## src/sv/dqs_pkg.sv

```systemverilog
// Package for the bounded deque with search: field widths, codes and payload types.
package dqs_pkg;

  // Fixed field widths of the command and result payloads.
  localparam int OPCODE_W = 3;
  localparam int VALUE_W  = 32;
  localparam int STATUS_W = 2;
  localparam int POS_W    = 4;
  localparam int COUNT_W  = 5;

  // Defaults for the top-level parameters.
  localparam int DEPTH_DEFAULT      = 16;
  localparam int DATA_WIDTH_DEFAULT = 32;

  // Command opcodes.
  localparam logic [OPCODE_W-1:0] OP_PUSH_FRONT = 3'd0;
  localparam logic [OPCODE_W-1:0] OP_PUSH_BACK  = 3'd1;
  localparam logic [OPCODE_W-1:0] OP_POP_FRONT  = 3'd2;
  localparam logic [OPCODE_W-1:0] OP_POP_BACK   = 3'd3;
  localparam logic [OPCODE_W-1:0] OP_SEARCH     = 3'd4;

  // Result status codes.
  localparam logic [STATUS_W-1:0] STAT_DONE  = 2'd0;
  localparam logic [STATUS_W-1:0] STAT_EMPTY = 2'd1;
  localparam logic [STATUS_W-1:0] STAT_FULL  = 2'd2;
  localparam logic [STATUS_W-1:0] STAT_MISS  = 2'd3;

  // What a storage cell does in one cycle.
  typedef enum logic [1:0] {
    CELL_HOLD,
    CELL_FROM_PREV,
    CELL_FROM_NEXT,
    CELL_LOAD
  } cell_op_t;

  // Controller states.
  typedef enum logic [1:0] {
    ST_IDLE,
    ST_SEARCH,
    ST_RESULT
  } state_t;

  // Command payload.
  typedef struct packed {
    logic [OPCODE_W-1:0]      opcode;
    logic signed [VALUE_W-1:0] value;
  } cmd_t;

  // Result payload.
  typedef struct packed {
    logic [STATUS_W-1:0] status;
    logic [POS_W-1:0]    position;
    logic [COUNT_W-1:0]  count;
  } res_t;

endpackage

```

## src/sv/bounded_deque_with_search.sv

```systemverilog
// Top level of the bounded deque with search: a ring of cells and its controller.
//
// Usage: commands arrive on cmd (opcode and value) with cmd_valid/cmd_ready, and
// each command gives exactly one result on res (status, position, count) with
// res_valid/res_ready. Entries sit in a row of DEPTH cells with the front in
// cell 0. Push front shifts the row toward the back, push back loads the cell
// at the tail, pop front rotates the row by one, pop back only drops the count.
// Pushes, pops, unknown opcodes and searches of an empty list finish in the
// transfer cycle; their result is in the output register in the next cycle.
// A search rotates the whole ring through cell 0 once, comparing one entry a
// cycle, and no new command is taken until its result has been loaded into
// the output register.
// One command is in work at a time; cmd_ready is high only while the
// controller is idle and the output register is free or being emptied.
// When the receiver stalls, the result holds in the output register and the
// next command waits. Reset clears the count, the controller state and the
// output valid; the cells keep their contents and are read only once written.
module bounded_deque_with_search #(
  parameter int DEPTH      = dqs_pkg::DEPTH_DEFAULT,
  parameter int DATA_WIDTH = dqs_pkg::DATA_WIDTH_DEFAULT
) (
  input  logic          clk,
  input  logic          rst,
  input  logic          cmd_valid,
  output logic          cmd_ready,
  input  dqs_pkg::cmd_t cmd,
  output logic          res_valid,
  input  logic          res_ready,
  output dqs_pkg::res_t res
);

  localparam int CW = $clog2(DEPTH + 1);
  localparam int IW = $clog2(DEPTH);
  localparam logic [CW-1:0] FULL_COUNT = CW'(DEPTH);
  localparam logic [IW-1:0] LAST_STEP  = IW'(DEPTH - 1);

  // Registers.
  dqs_pkg::state_t       state;
  dqs_pkg::state_t       state_next;
  logic [CW-1:0]         count;
  logic [CW-1:0]         count_next;
  logic [IW-1:0]         step;
  logic [IW-1:0]         pos;
  logic                  found;
  logic [DATA_WIDTH-1:0] key;

  // Controller outputs.
  dqs_pkg::cell_op_t     mode;
  logic                  res_load;
  dqs_pkg::res_t         res_next;
  logic                  search_start;

  logic                  accept;
  logic                  out_free;
  logic                  is_full;
  logic                  is_empty;
  logic                  hit;
  logic [DATA_WIDTH-1:0] word_in;
  logic [DATA_WIDTH-1:0] words [DEPTH];
  dqs_pkg::cell_op_t     cell_op [DEPTH];

  assign accept   = cmd_valid && cmd_ready;
  assign out_free = !res_valid || res_ready;
  assign is_full  = (count == FULL_COUNT);
  assign is_empty = (count == '0);

  // Fit the command value to the stored word width.
  generate
    if (DATA_WIDTH <= dqs_pkg::VALUE_W) begin : g_trunc
      assign word_in = cmd.value[DATA_WIDTH-1:0];
    end else begin : g_sext
      assign word_in = {{(DATA_WIDTH - dqs_pkg::VALUE_W){cmd.value[dqs_pkg::VALUE_W-1]}},
                        cmd.value};
    end
  endgenerate

  // The row of cells; the last cell wraps to cell 0 so the row can rotate.
  generate
    for (genvar k = 0; k < DEPTH; k++) begin : g_cell
      logic [DATA_WIDTH-1:0] prev_w;
      logic [DATA_WIDTH-1:0] next_w;

      if (k == 0) begin : g_first
        assign prev_w = word_in;
      end else begin : g_mid_prev
        assign prev_w = words[k-1];
      end
      if (k == DEPTH - 1) begin : g_last
        assign next_w = words[0];
      end else begin : g_mid_next
        assign next_w = words[k+1];
      end

      // A load goes only to the cell at the tail.
      always_comb begin
        if (mode == dqs_pkg::CELL_LOAD) begin
          cell_op[k] = (count == CW'(k)) ? dqs_pkg::CELL_LOAD : dqs_pkg::CELL_HOLD;
        end else begin
          cell_op[k] = mode;
        end
      end

      dqs_cell #(
        .DATA_WIDTH(DATA_WIDTH)
      ) u_cell (
        .clk       (clk),
        .op        (cell_op[k]),
        .prev_word (prev_w),
        .next_word (next_w),
        .load_word (word_in),
        .word      (words[k])
      );
    end
  endgenerate

  // The entry now in cell 0 is a first match if it is occupied and equals the key.
  assign hit = !found && (CW'(step) < count) && (words[0] == key);

  // Next state.
  always_comb begin
    state_next = state;
    case (state)
      dqs_pkg::ST_IDLE: begin
        if (accept && cmd.opcode == dqs_pkg::OP_SEARCH && !is_empty) begin
          state_next = dqs_pkg::ST_SEARCH;
        end
      end
      dqs_pkg::ST_SEARCH: begin
        if (step == LAST_STEP) begin
          state_next = dqs_pkg::ST_RESULT;
        end
      end
      dqs_pkg::ST_RESULT: begin
        if (out_free) begin
          state_next = dqs_pkg::ST_IDLE;
        end
      end
      default: state_next = dqs_pkg::ST_IDLE;
    endcase
  end

  // Controller outputs: cell mode, count update and result.
  always_comb begin
    cmd_ready         = (state == dqs_pkg::ST_IDLE) && out_free;
    mode              = dqs_pkg::CELL_HOLD;
    count_next        = count;
    res_load          = 1'b0;
    search_start      = 1'b0;
    res_next.status   = dqs_pkg::STAT_DONE;
    res_next.position = '0;
    case (state)
      dqs_pkg::ST_IDLE: begin
        if (accept) begin
          res_load = 1'b1;
          case (cmd.opcode)
            dqs_pkg::OP_PUSH_FRONT: begin
              if (is_full) begin
                res_next.status = dqs_pkg::STAT_FULL;
              end else begin
                mode       = dqs_pkg::CELL_FROM_PREV;
                count_next = count + CW'(1);
              end
            end
            dqs_pkg::OP_PUSH_BACK: begin
              if (is_full) begin
                res_next.status = dqs_pkg::STAT_FULL;
              end else begin
                mode       = dqs_pkg::CELL_LOAD;
                count_next = count + CW'(1);
              end
            end
            dqs_pkg::OP_POP_FRONT: begin
              if (is_empty) begin
                res_next.status = dqs_pkg::STAT_EMPTY;
              end else begin
                mode       = dqs_pkg::CELL_FROM_NEXT;
                count_next = count - CW'(1);
              end
            end
            dqs_pkg::OP_POP_BACK: begin
              if (is_empty) begin
                res_next.status = dqs_pkg::STAT_EMPTY;
              end else begin
                count_next = count - CW'(1);
              end
            end
            dqs_pkg::OP_SEARCH: begin
              if (is_empty) begin
                res_next.status = dqs_pkg::STAT_EMPTY;
              end else begin
                res_load     = 1'b0;
                search_start = 1'b1;
              end
            end
            default: begin
              res_next.status = dqs_pkg::STAT_DONE;
            end
          endcase
        end
      end
      dqs_pkg::ST_SEARCH: begin
        mode = dqs_pkg::CELL_FROM_NEXT;
      end
      dqs_pkg::ST_RESULT: begin
        if (out_free) begin
          res_load = 1'b1;
          if (found) begin
            res_next.status   = dqs_pkg::STAT_DONE;
            res_next.position = dqs_pkg::POS_W'(pos);
          end else begin
            res_next.status = dqs_pkg::STAT_MISS;
          end
        end
      end
      default: begin
        mode = dqs_pkg::CELL_HOLD;
      end
    endcase
    res_next.count = dqs_pkg::COUNT_W'(count_next);
  end

  // Control registers.
  always_ff @(posedge clk) begin
    if (rst) begin
      state     <= dqs_pkg::ST_IDLE;
      count     <= '0;
      res_valid <= 1'b0;
    end else begin
      state <= state_next;
      count <= count_next;
      if (res_load) begin
        res_valid <= 1'b1;
      end else if (res_ready) begin
        res_valid <= 1'b0;
      end
    end
  end

  // Search walk: step counter, key and first-match capture.
  always_ff @(posedge clk) begin
    if (search_start) begin
      key   <= word_in;
      step  <= '0;
      found <= 1'b0;
      pos   <= '0;
    end else if (state == dqs_pkg::ST_SEARCH) begin
      step <= step + IW'(1);
      if (hit) begin
        found <= 1'b1;
        pos   <= step;
      end
    end
  end

  // Output register payload.
  always_ff @(posedge clk) begin
    if (res_load) begin
      res <= res_next;
    end
  end

  // The count never goes past the depth.
  a_count_bound: assert property (@(posedge clk) disable iff (rst)
    count <= FULL_COUNT)
    else $error("entry count exceeds depth");

  // Commands are taken only while the controller is idle.
  a_ready_idle: assert property (@(posedge clk) disable iff (rst)
    cmd_ready |-> state == dqs_pkg::ST_IDLE)
    else $error("command ready outside idle");

  // A search walk advances one step a cycle until the ring has turned once.
  a_step_walk: assert property (@(posedge clk) disable iff (rst)
    (state == dqs_pkg::ST_SEARCH && step != LAST_STEP)
      |=> (state == dqs_pkg::ST_SEARCH && step == IW'($past(step) + IW'(1))))
    else $error("search walk skipped a step");

  // The count holds steady while the ring rotates.
  a_count_search: assert property (@(posedge clk) disable iff (rst)
    state == dqs_pkg::ST_SEARCH |=> $stable(count))
    else $error("count changed during search");

  // A match always lies inside the occupied entries.
  a_match_inside: assert property (@(posedge clk) disable iff (rst)
    (state == dqs_pkg::ST_RESULT && found) |-> CW'(pos) < count)
    else $error("match position beyond the entry count");

endmodule

```

## src/sv/dqs_cell.sv

```systemverilog
// One storage cell of the deque chain: holds a word, shifts from a neighbor or loads.
module dqs_cell #(
  parameter int DATA_WIDTH = dqs_pkg::DATA_WIDTH_DEFAULT
) (
  input  logic                   clk,
  input  dqs_pkg::cell_op_t      op,
  input  logic [DATA_WIDTH-1:0]  prev_word,
  input  logic [DATA_WIDTH-1:0]  next_word,
  input  logic [DATA_WIDTH-1:0]  load_word,
  output logic [DATA_WIDTH-1:0]  word
);

  // The stored word takes one of its neighbors, the new word, or holds.
  always_ff @(posedge clk) begin
    case (op)
      dqs_pkg::CELL_FROM_PREV: word <= prev_word;
      dqs_pkg::CELL_FROM_NEXT: word <= next_word;
      dqs_pkg::CELL_LOAD:      word <= load_word;
      default:                 word <= word;
    endcase
  end

endmodule
```

## config.mk

```make
export PLATFORM = sky130hd
export DESIGN_NAME = bounded_deque_with_search
export DESIGN_NICKNAME = d
export VERILOG_FILES = /design/src/sv/dqs_pkg.sv /design/src/sv/bounded_deque_with_search.sv /design/src/sv/dqs_cell.sv
export SDC_FILE = /design/constraint.sdc
export NUM_CORES = 1
export LEC_CHECK = 0
export BUFFER_PORTS_ARGS = -buffer_cell sky130_fd_sc_hd__clkbuf_2
export CAP_MARGIN = 25
export CELL_PAD_IN_SITES_DETAIL_PLACEMENT = 0
export CELL_PAD_IN_SITES_GLOBAL_PLACEMENT = 1
export CORE_UTILIZATION = 37
export CTS_BUF_LIST = sky130_fd_sc_hd__clkbuf_2 sky130_fd_sc_hd__clkbuf_4 sky130_fd_sc_hd__clkbuf_8
export CTS_CLUSTER_DIAMETER = 120
export DETAILED_ROUTE_END_ITERATION = 8
export PLACE_DENSITY = 0.6
export SLEW_MARGIN = 20
export SYNTH_ARGS = -nofsm -noshare
export SYNTH_HDL_FRONTEND = slang
export SYNTH_SLANG_ARGS = --single-unit
```

## constraint.sdc

```tcl
create_clock -name clk -period 6.4 [get_ports clk]
set_clock_uncertainty 0.2 [all_clocks]
set_input_delay 0.64 -clock clk [delete_from_list [all_inputs] [get_ports clk]]
set_output_delay 0.64 -clock clk [all_outputs]
set_load 0.05 [all_outputs]
```

==> summary.txt, run 1 <==
Layout
  – Reg area: 0.0170 mm²
  – Number of nets at the end of the flow: about 2,100
  – Area growth from synthesis to layout: 12.5%
  – Utilization of the core after routing: 42.1%
  – Area used by multi-input combinational logic: 0.00956 mm²
  – Count of fill cells added during filler insertion: 6,844
  – Share of final-layout standard cells stronger than drive strength 1: 16.7%

Place
  – Final HPWL DP: 52,800 µm
  – Post-Place Worst Slack: 1.91 ns
  – I/O Buffers: 51
  – Gp weighted congestion: 0.794

Synth
  – Most used standard cells in the synthesized netlist: 555 x edfxtp_1, 451 x o22ai_1, 439 x a2bb2oi_1
  – Yosys warning count: 0
  – Distinct cell type count of the synthesized netlist: 55
  – Post-synth design cell area: 0.0274 mm²
  – Post-synthesis sequential area ratio: slightly above 60%
  – Number of standard cells after synthesis: slightly above 2,000
  – Net count after synthesis: about 2,100
  – Primary flip-flop cell chosen by synthesis mapping: edfxtp_1
  – Most numerous cell in the Yosys netlist: edfxtp_1
  – Average footprint of a synthesized cell: 13.2 µm²
  – Number of synthesized flops with an enable pin: 555
  – Post-synth top area cell: edfxtp_1
  – Share of synthesized registers carrying an async set or reset: 0%
  – Synth top area share: between 60% and 70%
  – Top post-synthesis cells by area: edfxtp_1 61%, a2bb2oi_1 14%, o22ai_1 10%
  – Number of register bits inferred by synthesis: 572

Timing
  – Highest clock rate: between 0.2 and 0.25 GHz
  – Period utilization: 69.6%
  – Min cycle time layout: 4.45 ns
  – Final hold vios: 0
  – Post-layout worst setup margin: 1.95 ns
  – Max-slew headroom at the worst pin: 23.8%
  – Least-Margin Pin Slew: 1.14 ns
  – Number of pins exceeding their max-slew limit in the final report: 0
  – Unrepaired setup endpoints after global routing: false
  – Setup total negative slack: 0 ns
  – Total of endpoints with negative setup slack in the final report: 0

Pwr
  – Part of the total power dissipated in the clock network: 40.1%
  – Switching power: 0.00226 W
  – IR Drop Worst-Case VDD: 158 µV
  – Share of total power in sequential cells: approximately 50%
  – Net switching share of the total power: 25.8%
  – P_leak: 9.90 nW
  – Power Dens Cells: 285 mW/mm²
  – Design internal power: 0.00650 W
  – Gate power share: 9.5%

Status
  – Status: finished with violations
  – Violations in the final reports: DRC

Clock tree
  – CTS H-tree lvls: 3
  – Clock-pin transition on the worst setup and hold timing paths: 0.06 ns
  – Sink count of the clock tree: 572
  – TritonCTS clock tree: yes
  – Clock root cell: clkbuf_8
  – Worst-Skew Late Latency: 0.73 ns
  – Number of clock buffers inserted by TritonCTS: 102
  – Post-CTS setup buffer count: 0
  – Maximum count of clock buffers along a single path: 3

Min path
  – Hold crit path type: in2reg
  – Hold Startpoint: res_ready

Setup path
  – Data required time of the critical path: 6.54 ns
  – Crit end category: flop
  – Worst setup path category: reg2reg
  – Reg-to-Reg Start: count[0]
  – Data arrival at the endpoint of the critical path: about 4.6 ns
  – Cell type with the highest occurrence count on the critical path: buf_4
  – Sequence of cells on the critical path: inv_1, ha_1, nor4b_2, or3_1, a211oi_4, buf_4, nor3_2, buf_4, nor2_4, buf_4
  – Crit path max-delay cell type: nor2_4
  – Maximum net fanout on the critical path: 18
  – Worst path max stage delay: 0.78 ns
  – Setup slack of the most critical reg-to-reg path: 1.95 ns
  – CP Launch Point: count[0]
  – Worst Setup Start Kind: flop

Drt
  – Routed wirelength normalized by instance count: 31.4 µm
  – Total Routed Length: approximately 97,000 µm
  – Number of detailed-route iterations in the first pass: 7
  – Violation count after the first detailed-route iteration: between 2,000 and 2,500
  – Vias: 20,700
  – DRC Markers: 3
  – Via density per instance: 6.70
  – Residual antenna-violating net count after detailed routing: 0

Floorplan
  – I/O pin count: 52
  – Die Ht: 274 µm
  – Die footprint: approximately 0.075 mm²
  – Width of the die: 274 µm
  – Starting Density: 37.4%
  – CORE AREA: 0.0731 mm²
  – Placement row count: 99

GRT
  – Global-route wire length before repair: 143,000 µm
  – Residual overflow from global routing: 0
  – Maximum number of pins on one net before global-route repair: 187
  – Vias in the first global route: slightly above 20,000
  – Number of antenna violations at the first check in global routing: 4
  – Global-route usage over all layers: 25.6%

Flow run
  – Number of max-cap violations: 0
what timing repair did:
action                    CTS  global route
hold buffers                1             0
resized for setup           0             0
hold endpoints to repair    7             0
flip-flops by register name, summed over array words and instances (netlist names):
signal and count:
pos 4, found 1, res 11, g_cell.u_cell.word 512
res_valid 1, step 4, count 5, key 32
state 2
logic make-up after synthesis:
logic type                 share of synthesized area [%]
AOI/OAI and AO/OA                                   27.4
xor gates and xnor gates                            1.15
adders and majority gates                          0.457
buffers and inverters                               3.97
DFF                                                 62.2
muxes                                               1.46
and+or+nand+nor                                     3.38
power by group through the flow:
stage                     registers (W)  clock network (W)  logic (W)
after CTS                       0.00442            0.00357   0.000824
after global placement          0.00449                  0   0.000801
final                           0.00442            0.00351   0.000833
after floorplan                 0.00448                  0   0.000536
after detailed placement        0.00449                  0   0.000822
after global routing            0.00443            0.00372   0.000888
stage by stage:
stage | hold WS [ns] | power, W | area [µm²] | std cells
3_3_place_gp | 0.251 | 0.00529 | 28600 | 2889
2_1_floorplan | 0.230 | 0.00501 | 27400 | 2071
5_1_grt | 0.0530 | 0.00904 | 30800 | 3090
4_1_cts | 0.0105 | 0.00881 | 30700 | 3085
6_report | 0.0663 | 0.00876 | 30800 | 3090
3_5_place_dp | 0.256 | 0.00531 | 28700 | 2894
layer usage:
| metal | track usage (%) | share of wire, % | vias up |
|---|---|---|---|
| met5 | 0 | 0 | - |
| met4 | 8.77 | 3.3 | 0 |
| met3 | 4.49 | 8.2 | 187 |
| met2 | 41.0 | 47 | 1102 |
| met1 | 35.0 | 41 | 10700 |
| li1 | - | - | 8733 |
cell type report:
| type | instances | share of cell area [%] |
|---|---|---|
| clock buffers | 142 | 5.64 |
| repair buffers | 119 | 2.97 |
| diodes | 3 | 0.0244 |
| flip-flops and latches | 572 | 55.3 |
| clock inverters | 48 | 0.976 |
| inverters | 10 | 0.122 |
| multi-input cells | 1237 | 31.1 |
| well taps | 959 | 3.90 |
worst paths after layout:
check	end	cells after the start
worst max-delay path	g_cell[9].u_cell.word[20]	10
worst min-delay path	state[1]	4
worst min register to register	pos[1]	2
worst max register to register	g_cell[9].u_cell.word[20]	10
critical path: cells and delay by family, from the launching register on:
kind | cells | cell delay [ns]
AOI/OAI and AO/OA | 1 | 0.21
adders and majority gates | 1 | 0.29
buffers and inverters | 4 | 1.31
DFF | 1 | 0.46
and+or+nand+nor | 4 | 1.56
placed cells by master, fill, tap and decap left out, drive strengths merged, types with 2 or more instances in the layout:
cell	count
nand4	14
clkbuf	193
nor2b	38
nor3	16
nor2	32
nand3	12
mux2i	4
and2	2
o22a	9
or2	2
a21oi	14
or4	5
a221o	32
clkinv	40
a2111oi	4
xor2	30
buf	67
xnor2	6
a2bb2oi	439
mux2	32
and3	6
inv	13
o21ai	2
o2bb2a	14
diode	3
nand2b	8
clkinvlp	2
ha	10
dfxtp	17
or3	2
bufinv	3
edfxtp	555
o22ai	451
nor4	6
nand2	24
a211oi	5
Power figures use the tool's default switching activity.
==> run 2: changes to the inputs <==
--- a/config.mk
+++ b/config.mk
@@ -5,6 +5,7 @@
 export SDC_FILE = /design/constraint.sdc
 export NUM_CORES = 1
 export LEC_CHECK = 0
+export ABC_AREA = 1
 export BUFFER_PORTS_ARGS = -buffer_cell sky130_fd_sc_hd__clkbuf_2
 export CAP_MARGIN = 25
 export CELL_PAD_IN_SITES_DETAIL_PLACEMENT = 0
@@ -13,7 +14,7 @@
 export CTS_BUF_LIST = sky130_fd_sc_hd__clkbuf_2 sky130_fd_sc_hd__clkbuf_4 sky130_fd_sc_hd__clkbuf_8
 export CTS_CLUSTER_DIAMETER = 120
 export DETAILED_ROUTE_END_ITERATION = 8
-export PLACE_DENSITY = 0.6
+export PLACE_DENSITY = 0.64
 export SLEW_MARGIN = 20
 export SYNTH_ARGS = -nofsm -noshare
 export SYNTH_HDL_FRONTEND = slang
==> constraint.sdc (replaced) <==
create_clock -name clk -period 4.1 [get_ports clk]
set_clock_uncertainty 0.2 [all_clocks]
set_input_delay 0.41 -clock clk [delete_from_list [all_inputs] [get_ports clk]]
set_output_delay 0.41 -clock clk [all_outputs]
set_load 0.05 [all_outputs]
==> run 2 against run 1 <==
  * The run now ends clean
  * Cell area rose by 4.0%
  * Die area rose by 5.5%
  * Clock power rose by 51%
  * Routed wire length fell by 2.6%
  * Sequential power rose by 68%
  * Synthesized cell count rose by 54%
  * Utilization fell by 0.74 points
  * Non-clock buffer count rose by 15
  * Final cell count rose by 38%
==> summary.txt, run 2 <==
Status
  – Status: completed

Floorplan
  – Starting Density: 37.3%
  – I/O pin count: 52
  – CORE AREA: 0.0773 mm²
  – Die Ht: 281 µm
  – Placement row count: 102
  – Width of the die: 281 µm
  – Die footprint: approximately 0.079 mm²

Timing
  – Post-Route Hold Slack: approximately 0.065 ns
  – Setup total negative slack: 0 ns
  – Period utilization: 80.2%
  – Unrepaired setup endpoints after global routing: false
  – Post-layout worst setup margin: 0.813 ns
  – Number of pins exceeding their max-slew limit in the final report: 0
  – Final hold vios: 0
  – Total of endpoints with negative setup slack in the final report: 0
  – Max-slew headroom at the worst pin: 19.9%
  – Least-Margin Pin Slew: 1.20 ns
  – Highest clock rate: 0.304 GHz
  – Min cycle time layout: 3.29 ns

Place
  – Post-Place Worst Slack: 0.797 ns
  – I/O Buffers: 51
  – Final HPWL DP: 60,400 µm
  – Gp weighted congestion: roughly 0.83
  – Post-Place Cells: just over 4,000

Synth
  – Average footprint of a synthesized cell: about 9.1 µm²
  – Net count after synthesis: 3,237
  – Top post-synthesis cells by area: edfxtp_1 58%, nand3_1 17%, nand2_1 14%
  – Number of register bits inferred by synthesis: ~570
  – Post-synth top area cell: edfxtp_1
  – Primary flip-flop cell chosen by synthesis mapping: edfxtp_1
  – Distinct cell type count of the synthesized netlist: 34
  – Number of synthesized flops with an enable pin: 555
  – Most numerous cell in the Yosys netlist: nand2_1
  – Number of standard cells after synthesis: 3,188
  – Synth top area share: between 50% and 60%
  – Share of synthesized registers carrying an async set or reset: 0%
  – Yosys warning count: 0
  – Post-synthesis sequential area ratio: a little under 60%
  – Most used standard cells in the synthesized netlist: 1,098 x nand2_1, 1,003 x nand3_1, 555 x edfxtp_1
  – Post-synth design cell area: 0.0289 mm²

Drt
  – Via density per instance: 5.58
  – Number of detailed-route iterations in the first pass: 6
  – Residual antenna-violating net count after detailed routing: 0
  – Vias: 23,800
  – Total Routed Length: 94,500 µm
  – Routed wirelength normalized by instance count: 22.1 µm
  – DRC Markers: 0
  – Violation count after the first detailed-route iteration: 3,156

GRT
  – Global-route usage over all layers: 23.7%
  – Vias in the first global route: 22,200
  – Global-route wire length before repair: 143,000 µm
  – Number of antenna violations at the first check in global routing: 1
  – Maximum number of pins on one net before global-route repair: 223
  – Residual overflow from global routing: 0

Clock tree
  – Clock-pin transition on the worst setup and hold timing paths: 0.06 ns
  – CTS H-tree lvls: 3
  – Worst-Skew Late Latency: about 0.73 ns
  – Clock root cell: clkbuf_8
  – Maximum count of clock buffers along a single path: 3
  – Sink count of the clock tree: 572
  – TritonCTS clock tree: yes
  – Number of clock buffers inserted by TritonCTS: 103
  – Post-cts repair resize count: 0

Setup path
  – Worst setup path category: reg2reg
  – Cell type with the highest occurrence count on the critical path: inv_1
  – Buf/Inv on CP: 6
  – Worst path max stage delay: 0.51 ns
  – CP Launch Point: count[0]
  – Crit end category: flop
  – Maximum net fanout on the critical path: 18
  – Reg-to-Reg Start: count[0]
  – Worst Setup Start Kind: flop
  – CP top delay family: buffers and inverters
  – Crit path max-delay cell type: inv_1
  – Data arrival at the endpoint of the critical path: about 3.5 ns
  – Data required time of the critical path: ~4.3 ns
  – Sequence of cells on the critical path: inv_1, ha_1, inv_1, nor2_1, nand2_2, nand3_1, nand2_1, nand2_1, nand2_2, inv_2, nor2_4, inv_2, o21ai_1, inv_1, buf_12

Layout
  – Biggest registers after layout: g_cell.u_cell.word x512, key x32, res x11
  – Count of fill cells added during filler insertion: ~7,700
  – Number of nets at the end of the flow: 3,199
  – Commonest cells after routing, fill and taps aside: 1,098 x nand2_1, 1,003 x nand3_1, 555 x edfxtp_1
  – Final instance count without filler cells: 4,276
  – Area growth from synthesis to layout: 10.7%
  – Share of final-layout standard cells stronger than drive strength 1: 10.5%
  – Number of flip-flops in the largest register: 512
  – Most flop-heavy register: g_cell.u_cell.word
  – Leading cell type in the layout, fill and taps excluded: nand2_1
  – Reg area: 0.0170 mm²
  – Area used by multi-input combinational logic: ~0.010 mm²

Pwr
  – Share of total power in sequential cells: 51.1%
  – Power Dens Cells: about 450 mW/mm²
  – Gate power share: between 10 and 15%
  – P_leak: 12.1 nW
  – Design internal power: 0.0104 W
  – Part of the total power dissipated in the clock network: 36.7%
  – IR Drop Worst-Case VDD: 219 µV
  – Switching power: 0.00404 W
  – Net switching share of the total power: between 20% and 30%

Flow run
  – Number of max-cap violations: 0

Min path
  – Hold crit path type: in2reg
  – Hold Startpoint: cmd[1]
[run 2: power by group through the flow]
stage	sequential, W	combinational (W)	clock, W
floorplan	0.00741	0.00115	0
global placement	0.00750	0.00171	0
detailed placement	0.00751	0.00176	0
CTS	0.00740	0.00177	0.00543
global route	0.00745	0.00195	0.00565
finish	0.00741	0.00177	0.00531
[run 2: area by class of cell]
cell class	count	share of cell area, %
Clock inverter	35	0.481
Inverter	70	0.822
Tap cell	1040	4.07
Antenna cell	1	0.00782
Clock buffer	155	5.75
Timing Repair Buffer	134	3.37
Sequential cell	572	53.2
Multi-Input combinational cell	2269	32.3
[run 2: worst paths after layout]
path                                    to  cells after the start  slack (ns)
hold / removal                      key[1]                      1        0.06
setup / recovery  g_cell[8].u_cell.word[7]                     15        0.81
hold reg to reg                      found                      2        0.29
setup reg to reg  g_cell[8].u_cell.word[7]                     15        0.81
[run 2: cell families (layout without fill, tap and decap cells)]
logic type | Yosys count | after routing | share of synthesized area (%)
flip-flops | 572 | 572 | 58.9
AO/OA/AOI/OAI | 57 | 57 | 1.17
other | 0 | 1 | 0
XOR/XNOR | 31 | 31 | 0.940
AND/OR/NAND/NOR | 2171 | 2171 | 32.8
adder cells (fa/ha/maj) | 10 | 10 | 0.433
buffers and inverters | 347 | 394 | 5.72
[run 2: what timing repair did]
item / in CTS / in global routing
endpoints found under the hold margin: 11 / 0
buffers inserted: 0 / 0
hold buffers: 7 / 0
[run 2: metrics by stage]
| step | util, % | power, W | instance area [µm²] |
|---|---|---|---|
| floorplan | - | 0.00856 | 28900 |
| global placement | 38.6 | 0.00922 | 29900 |
| detailed placement | 38.7 | 0.00927 | 29900 |
| CTS | 41.4 | 0.0146 | 32000 |
| global route | 41.4 | 0.0151 | 32000 |
| finish | 41.4 | 0.0145 | 32000 |
[run 2: layer usage]
layer | vias up | part of all wire [%] | track usage, %
li1 | 10900 | - | -
met1 | 11500 | 47 | 37.1
met2 | 1299 | 42 | 33.3
met3 | 127 | 9.5 | 3.89
met4 | 0 | 1.9 | 6.52
met5 | - | 0 | 0
